==> src/hw/rtl/seconds_to_civil_datetime_defines.svh <==
// ----------------------------------------------------------------------------
// Assertion macros for the timestamp-to-calendar block
// Concurrent check helpers clocked on clk and held off while arst_n is low.
// ----------------------------------------------------------------------------
`ifndef SECONDS_TO_CIVIL_DATETIME_DEFINES_SVH
`define SECONDS_TO_CIVIL_DATETIME_DEFINES_SVH

// Check that cons holds in the same cycle as ante
`define SCDT_ASSERT_IMPL(lbl, ante, cons) \
	lbl: assert property (@(posedge clk) disable iff (!arst_n) (ante) |-> (cons)) \
		else $error("check failed: implication");

// Check that cons holds a fixed number of cycles after ante
`define SCDT_ASSERT_DELAY(lbl, ante, cons, dly) \
	lbl: assert property (@(posedge clk) disable iff (!arst_n) (ante) |-> ##dly (cons)) \
		else $error("check failed: delayed implication");

`endif

==> src/hw/rtl/scdt_pkg.sv <==
// ----------------------------------------------------------------------------
// scdt_pkg
// Constants and tables for the seconds-to-calendar conversion pipeline.
// ----------------------------------------------------------------------------
`timescale 1ns / 1ps

package scdt_pkg;

	// Widths of the ports
	localparam int OFFSET_W = 34;
	localparam int BOOT_W   = 32;
	localparam int UNIX_W   = 35;

	// Unix seconds at 1901-01-01 00:00 and at 2243-01-01 00:00
	localparam logic signed [UNIX_W-1:0] UNIX_MIN = -35'sd2177452800;
	localparam logic signed [UNIX_W-1:0] UNIX_END = 35'sd8615030400;

	// Floor division by 86400: shift by 7, then reciprocal of 675 with shift 37
	localparam logic [27:0] DAY_RECIP    = 28'd203613265;
	localparam logic [16:0] SECS_PER_DAY = 17'd86400;

	// Day count from 1901-01-01 where the 400-year era starting in 2000 begins
	localparam logic [16:0] ERA5_DAY    = 17'd36219;
	localparam logic [17:0] ERA5_SHIFT  = 18'd36219;
	localparam logic [17:0] ERA4_SHIFT  = 18'd109878;

	// Day-of-era breakpoints
	localparam logic [17:0] DOE_CENT1   = 18'd36524;
	localparam logic [17:0] DOE_CENT2   = 18'd73048;
	localparam logic [17:0] DOE_CENT3   = 18'd109572;
	localparam logic [17:0] DOE_LAST    = 18'd146096;

	// Reciprocals: /1460 as (x>>2)/365 shift 25, /365 shift 27
	localparam logic [16:0] Q1460_RECIP = 17'd91930;
	localparam logic [18:0] YEAR_RECIP  = 19'd367720;
	localparam logic [17:0] DAYS_PER_YR = 18'd365;

	// Month index: (5*doy+2)/153 with reciprocal 3427, shift 19
	localparam logic [11:0] MP_RECIP    = 12'd3427;

	// Time of day: /60 as (x>>2)/15 shift 19, hour as (x>>2)/15 shift 13
	localparam logic [15:0] MIN_RECIP   = 16'd34953;
	localparam logic [9:0]  HOUR_RECIP  = 10'd547;

	// Era base years
	localparam logic [11:0] ERA4_YEAR   = 12'd1600;
	localparam logic [11:0] ERA5_YEAR   = 12'd2000;

	// Saturation values
	localparam logic [11:0] YEAR_LO = 12'd1901;
	localparam logic [11:0] YEAR_HI = 12'd2242;

	// Pipeline depth from request to result strobe
	localparam int LATENCY = 14;

	// First day of year (March-based) of each month index
	function automatic logic [8:0] month_start(input logic [3:0] mp);
		logic [8:0] r;
		unique case (mp)
			4'd0:    r = 9'd0;
			4'd1:    r = 9'd31;
			4'd2:    r = 9'd61;
			4'd3:    r = 9'd92;
			4'd4:    r = 9'd122;
			4'd5:    r = 9'd153;
			4'd6:    r = 9'd184;
			4'd7:    r = 9'd214;
			4'd8:    r = 9'd245;
			4'd9:    r = 9'd275;
			4'd10:   r = 9'd306;
			4'd11:   r = 9'd337;
			default: r = 9'd0;
		endcase
		return r;
	endfunction

endpackage

==> src/hw/rtl/seconds_to_civil_datetime.sv <==
// ----------------------------------------------------------------------------
// seconds_to_civil_datetime
// Converts a boot-relative seconds count plus a signed epoch offset into a
// Gregorian year, month, day, hour and minute, clipped to 1901..2242.
// ----------------------------------------------------------------------------
// Throughput: one request per cycle; busy stays low.
// Reset: arst_n clears the stage valid bits and the epoch offset to zero;
//   results come out in request order and the receiver cannot stall them.
`timescale 1ns / 1ps
`include "seconds_to_civil_datetime_defines.svh"

module seconds_to_civil_datetime
	import scdt_pkg::*;
(
	input  logic                       clk,
	input  logic                       arst_n,
	input  logic                       cfg_valid,
	output logic                       cfg_ready,
	input  logic signed [OFFSET_W-1:0] epoch_offset_seconds,
	input  logic                       start,
	output logic                       busy,
	input  logic [BOOT_W-1:0]          boot_seconds,
	output logic                       done,
	output logic [11:0]                year,
	output logic [3:0]                 month,
	output logic [4:0]                 day_of_month,
	output logic [4:0]                 hour,
	output logic [5:0]                 minute
);

	// Offset register and stage valid bits
	logic signed [OFFSET_W-1:0] offset_q;
	logic v_s1, v_s2, v_s3, v_s4, v_s5, v_s6, v_s7;
	logic v_s8, v_s9, v_s10, v_s11, v_s12, v_s13, v_s14;

	// Range and saturation flags
	logic signed [UNIX_W-1:0] unix_s1;
	logic signed [UNIX_W-1:0] u_sum;
	logic lo_s2, lo_s3, lo_s4, lo_s5, lo_s6, lo_s7, lo_s8;
	logic lo_s9, lo_s10, lo_s11, lo_s12, lo_s13;
	logic hi_s2, hi_s3, hi_s4, hi_s5, hi_s6, hi_s7, hi_s8;
	logic hi_s9, hi_s10, hi_s11, hi_s12, hi_s13;

	// Day split
	logic [33:0] u_s2;
	logic [54:0] dprod_s3;
	logic [16:0] u_s3;
	logic [16:0] days;
	logic [16:0] days_s4;
	logic [16:0] sod_s4;

	// Date path
	logic era_s5, era_s6, era_s7, era_s8, era_s9, era_s10, era_s11, era_s12, era_s13;
	logic [17:0] doe_s5, doe_s6, doe_s7, doe_s8, doe_s9;
	logic [32:0] q1460prod_s6;
	logic [2:0]  cent;
	logic [2:0]  cent_s6;
	logic        top_s6;
	logic [17:0] t_s7;
	logic [35:0] yprod_s8;
	logic [8:0]  yoe_s9, yoe_s10, yoe_s11, yoe_s12, yoe_s13;
	logic [1:0]  c100;
	logic [8:0]  doy_s10, doy_s11, doy_s12, doy_s13;
	logic [10:0] num_s11;
	logic [22:0] mprod_s12;
	logic [3:0]  mp_s13;

	// Time path
	logic [30:0] mprod_s5;
	logic [10:0] mod_s6, mod_s7, mod_s8;
	logic [17:0] hprod_s7;
	logic [4:0]  hour_s8, hour_s9, hour_s10, hour_s11, hour_s12, hour_s13;
	logic [5:0]  minute_s9, minute_s10, minute_s11, minute_s12, minute_s13;

	// Final assembly
	logic [3:0]  month_c;
	logic [11:0] year_c;
	logic [4:0]  day_c;

	// Always ready on both request channels
	assign cfg_ready = 1'b1;
	assign busy      = 1'b0;

	// Hold the epoch offset
	always_ff @(posedge clk or negedge arst_n) begin
		if (!arst_n) begin
			offset_q <= '0;
		end else if (cfg_valid && cfg_ready) begin
			offset_q <= epoch_offset_seconds;
		end
	end

	// Advance the valid bits
	always_ff @(posedge clk or negedge arst_n) begin
		if (!arst_n) begin
			v_s1  <= 1'b0;
			v_s2  <= 1'b0;
			v_s3  <= 1'b0;
			v_s4  <= 1'b0;
			v_s5  <= 1'b0;
			v_s6  <= 1'b0;
			v_s7  <= 1'b0;
			v_s8  <= 1'b0;
			v_s9  <= 1'b0;
			v_s10 <= 1'b0;
			v_s11 <= 1'b0;
			v_s12 <= 1'b0;
			v_s13 <= 1'b0;
			v_s14 <= 1'b0;
		end else begin
			v_s1  <= start && !busy;
			v_s2  <= v_s1;
			v_s3  <= v_s2;
			v_s4  <= v_s3;
			v_s5  <= v_s4;
			v_s6  <= v_s5;
			v_s7  <= v_s6;
			v_s8  <= v_s7;
			v_s9  <= v_s8;
			v_s10 <= v_s9;
			v_s11 <= v_s10;
			v_s12 <= v_s11;
			v_s13 <= v_s12;
			v_s14 <= v_s13;
		end
	end

	// Combinational helpers between stages
	assign u_sum = unix_s1 - UNIX_MIN;
	assign days  = dprod_s3[53:37];
	assign cent  = 3'(doe_s5 >= DOE_CENT1) + 3'(doe_s5 >= DOE_CENT2)
		+ 3'(doe_s5 >= DOE_CENT3) + 3'(doe_s5 >= DOE_LAST);
	assign c100  = 2'(yoe_s9 >= 9'd100) + 2'(yoe_s9 >= 9'd200) + 2'(yoe_s9 >= 9'd300);

	// Stages 1 to 5: Unix seconds, range check, day count, second of day, era, minute product
	always_ff @(posedge clk) begin
		unix_s1  <= $signed({3'b000, boot_seconds}) + $signed({offset_q[OFFSET_W-1], offset_q});

		lo_s2    <= unix_s1 < UNIX_MIN;
		hi_s2    <= unix_s1 >= UNIX_END;
		u_s2     <= u_sum[33:0];

		dprod_s3 <= 55'(u_s2[33:7]) * 55'(DAY_RECIP);
		u_s3     <= u_s2[16:0];
		lo_s3    <= lo_s2;
		hi_s3    <= hi_s2;

		days_s4  <= days;
		sod_s4   <= u_s3 - days * SECS_PER_DAY;
		lo_s4    <= lo_s3;
		hi_s4    <= hi_s3;

		era_s5   <= days_s4 >= ERA5_DAY;
		doe_s5   <= (days_s4 >= ERA5_DAY) ? 18'(days_s4) - ERA5_SHIFT
			: 18'(days_s4) + ERA4_SHIFT;
		mprod_s5 <= 31'(sod_s4[16:2]) * 31'(MIN_RECIP);
		lo_s5    <= lo_s4;
		hi_s5    <= hi_s4;
	end

	// Stages 6 to 9: year of era and time of day
	always_ff @(posedge clk) begin
		q1460prod_s6 <= 33'(doe_s5[17:2]) * 33'(Q1460_RECIP);
		cent_s6      <= cent;
		top_s6       <= doe_s5 == DOE_LAST;
		doe_s6       <= doe_s5;
		mod_s6       <= mprod_s5[29:19];
		era_s6       <= era_s5;
		lo_s6        <= lo_s5;
		hi_s6        <= hi_s5;

		t_s7         <= doe_s6 - 18'(q1460prod_s6[31:25]) + 18'(cent_s6) - 18'(top_s6);
		hprod_s7     <= 18'(mod_s6[10:2]) * 18'(HOUR_RECIP);
		mod_s7       <= mod_s6;
		doe_s7       <= doe_s6;
		era_s7       <= era_s6;
		lo_s7        <= lo_s6;
		hi_s7        <= hi_s6;

		yprod_s8     <= 36'(t_s7) * 36'(YEAR_RECIP);
		hour_s8      <= hprod_s7[17:13];
		mod_s8       <= mod_s7;
		doe_s8       <= doe_s7;
		era_s8       <= era_s7;
		lo_s8        <= lo_s7;
		hi_s8        <= hi_s7;

		yoe_s9       <= yprod_s8[35:27];
		minute_s9    <= 6'(mod_s8 - 11'(hour_s8) * 11'd60);
		hour_s9      <= hour_s8;
		doe_s9       <= doe_s8;
		era_s9       <= era_s8;
		lo_s9        <= lo_s8;
		hi_s9        <= hi_s8;
	end

	// Stages 10 to 13: day of year and month index
	always_ff @(posedge clk) begin
		doy_s10    <= 9'(doe_s9 - (18'(yoe_s9) * DAYS_PER_YR + 18'(yoe_s9[8:2]) - 18'(c100)));
		yoe_s10    <= yoe_s9;
		era_s10    <= era_s9;
		hour_s10   <= hour_s9;
		minute_s10 <= minute_s9;
		lo_s10     <= lo_s9;
		hi_s10     <= hi_s9;

		num_s11    <= {doy_s10, 2'b00} + 11'(doy_s10) + 11'd2;
		doy_s11    <= doy_s10;
		yoe_s11    <= yoe_s10;
		era_s11    <= era_s10;
		hour_s11   <= hour_s10;
		minute_s11 <= minute_s10;
		lo_s11     <= lo_s10;
		hi_s11     <= hi_s10;

		mprod_s12  <= 23'(num_s11) * 23'(MP_RECIP);
		doy_s12    <= doy_s11;
		yoe_s12    <= yoe_s11;
		era_s12    <= era_s11;
		hour_s12   <= hour_s11;
		minute_s12 <= minute_s11;
		lo_s12     <= lo_s11;
		hi_s12     <= hi_s11;

		mp_s13     <= mprod_s12[22:19];
		doy_s13    <= doy_s12;
		yoe_s13    <= yoe_s12;
		era_s13    <= era_s12;
		hour_s13   <= hour_s12;
		minute_s13 <= minute_s12;
		lo_s13     <= lo_s12;
		hi_s13     <= hi_s12;
	end

	// Map the March-based month index to the calendar, finish the year and the day of month
	always_comb begin
		month_c = (mp_s13 < 4'd10) ? mp_s13 + 4'd3 : mp_s13 - 4'd9;
		year_c  = 12'(yoe_s13) + (era_s13 ? ERA5_YEAR : ERA4_YEAR) + 12'(mp_s13 >= 4'd10);
		day_c   = 5'(doy_s13 - month_start(mp_s13) + 9'd1);
	end

	// Stage 14: saturate and drive the result
	always_ff @(posedge clk) begin
		priority if (lo_s13) begin
			year         <= YEAR_LO;
			month        <= 4'd1;
			day_of_month <= 5'd1;
			hour         <= 5'd0;
			minute       <= 6'd0;
		end else if (hi_s13) begin
			year         <= YEAR_HI;
			month        <= 4'd12;
			day_of_month <= 5'd31;
			hour         <= 5'd23;
			minute       <= 6'd59;
		end else begin
			year         <= year_c;
			month        <= month_c;
			day_of_month <= day_c;
			hour         <= hour_s13;
			minute       <= minute_s13;
		end
	end

	assign done = v_s14;

	// Checks
	`SCDT_ASSERT_DELAY(a_req_to_done, start && !busy, done, LATENCY)
	`SCDT_ASSERT_IMPL(a_done_has_req, done, $past(start && !busy, LATENCY))
	`SCDT_ASSERT_IMPL(a_date_legal, done, (month >= 4'd1) && (month <= 4'd12) && (day_of_month != 5'd0))
	`SCDT_ASSERT_IMPL(a_time_legal, done, (hour <= 5'd23) && (minute <= 6'd59))
	`SCDT_ASSERT_IMPL(a_year_range, done, (year >= YEAR_LO) && (year <= YEAR_HI))
	`SCDT_ASSERT_IMPL(a_feb_short, done && (month == 4'd2), day_of_month <= 5'd29)

endmodule

==> config.mk <==
export PLATFORM = sky130hd
export DESIGN_NAME = seconds_to_civil_datetime
export DESIGN_NICKNAME = d
export VERILOG_FILES = /design/src/hw/rtl/scdt_pkg.sv /design/src/hw/rtl/seconds_to_civil_datetime.sv
export VERILOG_INCLUDE_DIRS = /design/src /design/src/hw/rtl
export SDC_FILE = /design/constraint.sdc
export NUM_CORES = 2
export LEC_CHECK = 0
export BUFFER_PORTS_ARGS = -buffer_cell sky130_fd_sc_hd__buf_2
export CELL_PAD_IN_SITES_DETAIL_PLACEMENT = 0
export CELL_PAD_IN_SITES_GLOBAL_PLACEMENT = 2
export CORE_MARGIN = 8
export CORE_UTILIZATION = 41
export CTS_BUF_LIST = sky130_fd_sc_hd__clkbuf_16
export DETAILED_ROUTE_END_ITERATION = 12
export HOLD_SLACK_MARGIN = 0.03
export PLACE_DENSITY = 0.73
export SLEW_MARGIN = 20
export SYNTH_ARGS = -nofsm -noshare
export SYNTH_HDL_FRONTEND = slang
export SYNTH_SLANG_ARGS = --single-unit
==> constraint.sdc <==
create_clock -name clk -period 16.22 [get_ports clk]
set_clock_uncertainty 0.2 [all_clocks]
set_input_delay 1.622 -clock clk [delete_from_list [all_inputs] [get_ports clk]]
set_output_delay 1.622 -clock clk [all_outputs]
set_load 0.02 [all_outputs]
# ---- After elaboration in Yosys (flattened, before gate mapping)
# Memories as Yosys holds them, arrays and structs flattened. A register that Yosys moved wholly into a read port is not among the register bits.
# Index checks and enable logic that the tools add are counted.
dict set report word_totals {
  ff_bits 674
  mem_bits_ro 144
  in_bits 70
  output_inout_bits 35
  word_cells 159
  n_memories 1
}
dict set report classes {
  addsub 25
  n_mul 9
  magnitude_cmp 12
  eq_ne 1
  mux 8
  n_reduce_logical 1
}
# memory depth width read_ports rd_ports_with_merged_regs wr line_no
set mem_list {}
lappend mem_list {{(no name shown)} 16 9 1 1 0 scdt_pkg.sv:59} ;# unique case (mp)
# operator n
set ops {}
lappend ops {{multiplier 27 x 28 -> 54 bit (second input constant)} 1}
lappend ops {{>= comparator 18 x 17 -> 1 bit (second input constant)} 2}
lappend ops {{adder 33 x 34 -> 35 bit} 1}
lappend ops {{>= comparator 35 bit (second input constant)} 1}
lappend ops {{less-than comparator 35 x 33 -> 1 bit (second input constant)} 1}
lappend ops {{subtractor 34 x 33 -> 34 bit (second input constant)} 1}
lappend ops {{multiplier 18 x 16 -> 33 bit (second input constant)} 1}
lappend ops {{multiplier 16 x 16 -> 31 bit (second input constant)} 1}
lappend ops {{multiplier 15 x 16 -> 30 bit (second input constant)} 1}
lappend ops {{multiplier 11 x 12 -> 23 bit (second input constant)} 1}
lappend ops {{adder 17 x 17 -> 18 bit (second input constant)} 1}
lappend ops {{adder 18 x 3 -> 18 bit} 1}
lappend ops {{equality test 18 bit (second input constant)} 1}
lappend ops {{>= comparator 18 x 16 -> 1 bit (second input constant)} 1}
lappend ops {{>= comparator 18 bit (second input constant)} 1}
lappend ops {{multiplier 9 x 10 -> 18 bit (second input constant)} 1}
lappend ops {{two-way mux 18 bit} 1}
lappend ops {{subtractor 17 x 16 -> 18 bit (second input constant)} 1}
lappend ops {{subtractor 18 x 1 -> 18 bit} 1}
lappend ops {{subtractor 18 x 7 -> 18 bit} 1}
lappend ops {{>= comparator 17 x 16 -> 1 bit (second input constant)} 1}
lappend ops {{multiplier 17 x 10 -> 10 bit (second input constant)} 1}
lappend ops {{subtractor 17 bit} 1}
lappend ops {{adder 12 x 1 -> 12 bit} 1}
lappend ops {{28 further kinds} 31}

# ---- Logic depth before layout (Yosys ltp)
dict set report logic_depth {
  word_depth 5
  mapped_depth 25
  depth_no_buf 25
}

# ---- Worst setup path before layout
# No wires, ideal clock.
dict set report synth_timing {
  path_type {register to register}
  startpoint {reg u_s2[30]}
  endpoint {reg dprod_s3[47]}
  setup_time_ns 0.064
  arrival_time_ns 5.965
  required_ns 15.956
  path_slack_ns 9.992
  stages_incl_launch_ff 21
  path_buffers 0
  period_less_slack_ns 6.228
  cell_sequence {dfxtp_1 fa_1 ha_1 inv_1 fa_1 fa_1 inv_1 fa_1 inv_1 fa_1 inv_1 fa_1 ha_1 nand4_1 or3_1 o211ai_2 o31ai_4 o21ba_4 o21a_4 or4b_1 nand4_1}
}
dict set report synth_between {
  elab_chain_len 1
}
# item line_no
set synth_lines {}
lappend synth_lines {{from (decl)} seconds_to_civil_datetime.sv:45} ;# logic [33:0] u_s2;
lappend synth_lines {{from (signal assigned)} seconds_to_civil_datetime.sv:141} ;# u_s2 <= u_sum[33:0];
lappend synth_lines {{multiplier 27 x 28 -> 54 bit} seconds_to_civil_datetime.sv:143} ;# dprod_s3 <= 55'(u_s2[33:7]) * 55'(DAY_RECIP);
lappend synth_lines {{to (signal assigned)} seconds_to_civil_datetime.sv:143}
lappend synth_lines {{to (decl)} seconds_to_civil_datetime.sv:46} ;# logic [54:0] dprod_s3;
# Every way passes these cells.
# A chain may end at the register's enable or synchronous reset.

# ---- Final worst setup path
dict set report layout_timing {
  startpoint {reg u_s2[30]}
  endpoint {reg dprod_s3[53]}
}
# The elaborated chain is that of the path after synthesis.

==> run metrics <==
outcome=finished clean; Avg Inst Size Synth=10.86 µm²; Die Width=341.4 µm; Main synth FF type=dfxtp_1; post-synthesis net count=between 5000 and 6000; CP Launch Point=u_s2[30]; Yosys warning total=0; r2r setup slk=9.37 ns; setup TNS=0 ns; Root Buffer=clkbuf_16; Avg WL per Cell=16.03 µm; DIE HEIGHT=341.4 µm; Final Cycle Share=42.20%; synth top area cells=ha_1, fa_1, dfxtp_1, inv_1, xnor2_1; fin. max-slew vios=0; Register Area=roughly 0.011 mm²; arrival time worst endpoint=~7.2 ns; first drt pass iteration count=5; Post-Route WL=89600 µm; RSZ-0062 raised after global routing=false; Fmax=146.1 MHz; Gate Count Post-Synth=3998; relative slew slack=a little over a third; # port buffers=just over 100; worst r2r path cells=21; Post-CTS Hold Buffers=0; # IOs=105; WHS Path Cells=0; Max Cap Viol=0; Synth area leader=ha_1; All-Layer GR Usage=between 10% and 20%; initial core utilization=between 40% and 50%; clk slew on worst S/H paths=around 0.06 ns; # setup viols final=0; Post-synth top cells=ha_1, inv_1, fa_1; TritonCTS clock tree=built; Hold Path Class=reg2reg; critical path class=reg2reg; # H-tree levels=2; share of cells above drive strength 1=6.454%; crit path time final=6.845 ns; slew at the pin closest to its max-slew limit=0.9663 ns; initial antenna violation count=2; Final ANT Viol Nets=0; CP Capture Type=flip-flop; asr flop ratio synth=8.989%; filler cell count=10100; number of global-route vias before repair=28330; row count=about 120; Worst Setup Start Kind=flip-flop; utilization after layout=45.37%; maximum fanout along the worst path=9; met3 wire len=2620 µm; Post-synth EDFFs=0; Hold Vio Cnt, Final=0; DR vias/cell=4.635; hpwl dp=about 76000 µm; setup bufs post-CTS=0; buffer depth of the longest clock path=3; total gr overflow=0; floorplan core area=0.1051 mm²; area of the multi-input gates=0.02892 mm²; Reg-to-Reg End=dprod_s3[53]; Seq cells post-synth=between 500 and 600; largest net degree at the start of global routing=~50; DRC errors left=0; Layout area overhead=9.878%; CTS Sinks=534; crit path to=dprod_s3[53]; drt first-iter violations=about 840; cts repair resizes=0; library cells used by synthesis=81; most common cell in the synthesized netlist=ha_1; post-synth top area share=roughly 28%; via count=25920; gpl congestion=0.8957; hold wc startpoint=yoe_s10[7]; Final nets=5680; top routing layer in use=met5; DRT met1 WL=43950 µm; die area=0.1165 mm²; met2 WL post-DR=around 41000 µm; sequential area share after synthesis=between 20% and 30%; Mapped Area=0.04341 mm²; TritonCTS buffer count=58; required time of the critical path=approximately 17 ns; worst skew pair latency=between 0.6 and 0.7 ns; reg2reg start=u_s2[30]; first-pass GRT wire length=150400 µm
cell families after synthesis:
| family | Yosys count | synth area share [%] |
|---|---|---|
| AOI/OAI and AO/OA | 438 | 6.696 |
| adders and majority gates | 1461 | 50.55 |
| muxes | 37 | 0.9455 |
| and+or+nand+nor | 370 | 4.154 |
| buffers and inverters | 945 | 8.195 |
| xor gates and xnor gates | 211 | 4.257 |
| other | 2 | 0.01730 |
| DFF | 534 | 25.18 |
worst max-delay path, stage by stage, from the launching register on:
cell and delay [ns]:
dfxtp_1 0.65, fa_1 0.52, ha_1 0.29, inv_1 0.06
fa_1 0.51, fa_1 0.55, inv_1 0.06, fa_1 0.52
inv_1 0.06, fa_1 0.52, inv_1 0.05, fa_1 0.47
ha_1 0.34, a21oi_1 0.13, o21ai_0 0.15, a211oi_1 0.26
nand2_1 0.12, o31ai_4 0.49, a211oi_1 0.18, o21ai_0 0.32
a21oi_1 0.14, xnor2_1 0.14
worst min path at each step:
| stage | slack, ns | to |
|---|---|---|
| final | 0.09 | yoe_s11[7] |
| after global routing | 0.10 | yoe_s13[1] |
| after CTS | 0.09 | era_s13 |
| after detailed placement | 0.11 | doy_s12[1] |
| after global placement | 0.11 | mod_s6[2] |
| after floorplan | 0.11 | days_s4[10] |
registers in the layout, indices dropped and copies added, names as in the netlist, 11 cells and up, named ones only:
register  cells
offset_q     34
num_s11      11
doe_s6       18
year         12
t_s7         18
doe_s5       18
dprod_s3     17
unix_s1      33
days_s4      17
mod_s6       11
u_s2         32
u_s3         15
mprod_s5     11
sod_s4       15
cells in the final DEF, fill, tap and decap left out, drive strengths merged, types with 5 or more instances in the layout:
cell        n
bufinv      8
a21boi     10
inv       935
clkinv     26
a211o      11
xor2       55
ha        973
nand4      21
nor4       14
o31ai       8
clkbuf     58
o21a       27
o211ai     10
dfrtp      48
or2         6
and3       18
a21o       60
o21ai      74
buf       114
xnor2     156
o2111ai     8
and2        7
o21bai     15
a211oi     20
fa        488
nand3      24
mux2i       5
nand2b     23
a31oi      18
dfxtp     486
clkinvlp    5
nand2      81
nor2b      14
nor3       22
a21oi     136
nor2      120
mux2       32
through the flow:
| stage | setup slack (ns) | hold slack (ns) | std cells | area (µm²) |
|---|---|---|---|---|
| 6_report | 9.375 | 0.08863 | 5591 | 47690 |
| 5_1_grt | 8.817 | 0.1015 | 5590 | 47690 |
| 4_1_cts | 9.324 | 0.08833 | 5590 | 47690 |
| 3_5_place_dp | 9.349 | 0.1121 | 5480 | 45650 |
| 3_3_place_gp | 9.383 | 0.1100 | 5480 | 45650 |
| 2_1_floorplan | 9.992 | 0.1096 | 3998 | 43410 |
per-layer routing:
| metal | vias up | global-route usage, % |
|---|---|---|
| met4 | 2 | 3.006 |
| met1 | 12460 | 22.11 |
| li1 | 13130 | - |
| met2 | 238 | 26.73 |
| met5 | - | 0 |
| met3 | 82 | 2.113 |
layout make-up:
type                    instances  area share (%)
diodes                          1        0.005247
clock buffers                  58           3.043
clock inverters                52           1.236
inverters                     922           7.256
multi-input cells            2519           60.63
flip-flops and latches        534           22.92
well taps                    1391           3.649
repair buffers                114           1.259
Power is left out: the tool's default activity adds up to more than one toggle a clock period on the data nets, which glitch-free logic cannot reach.
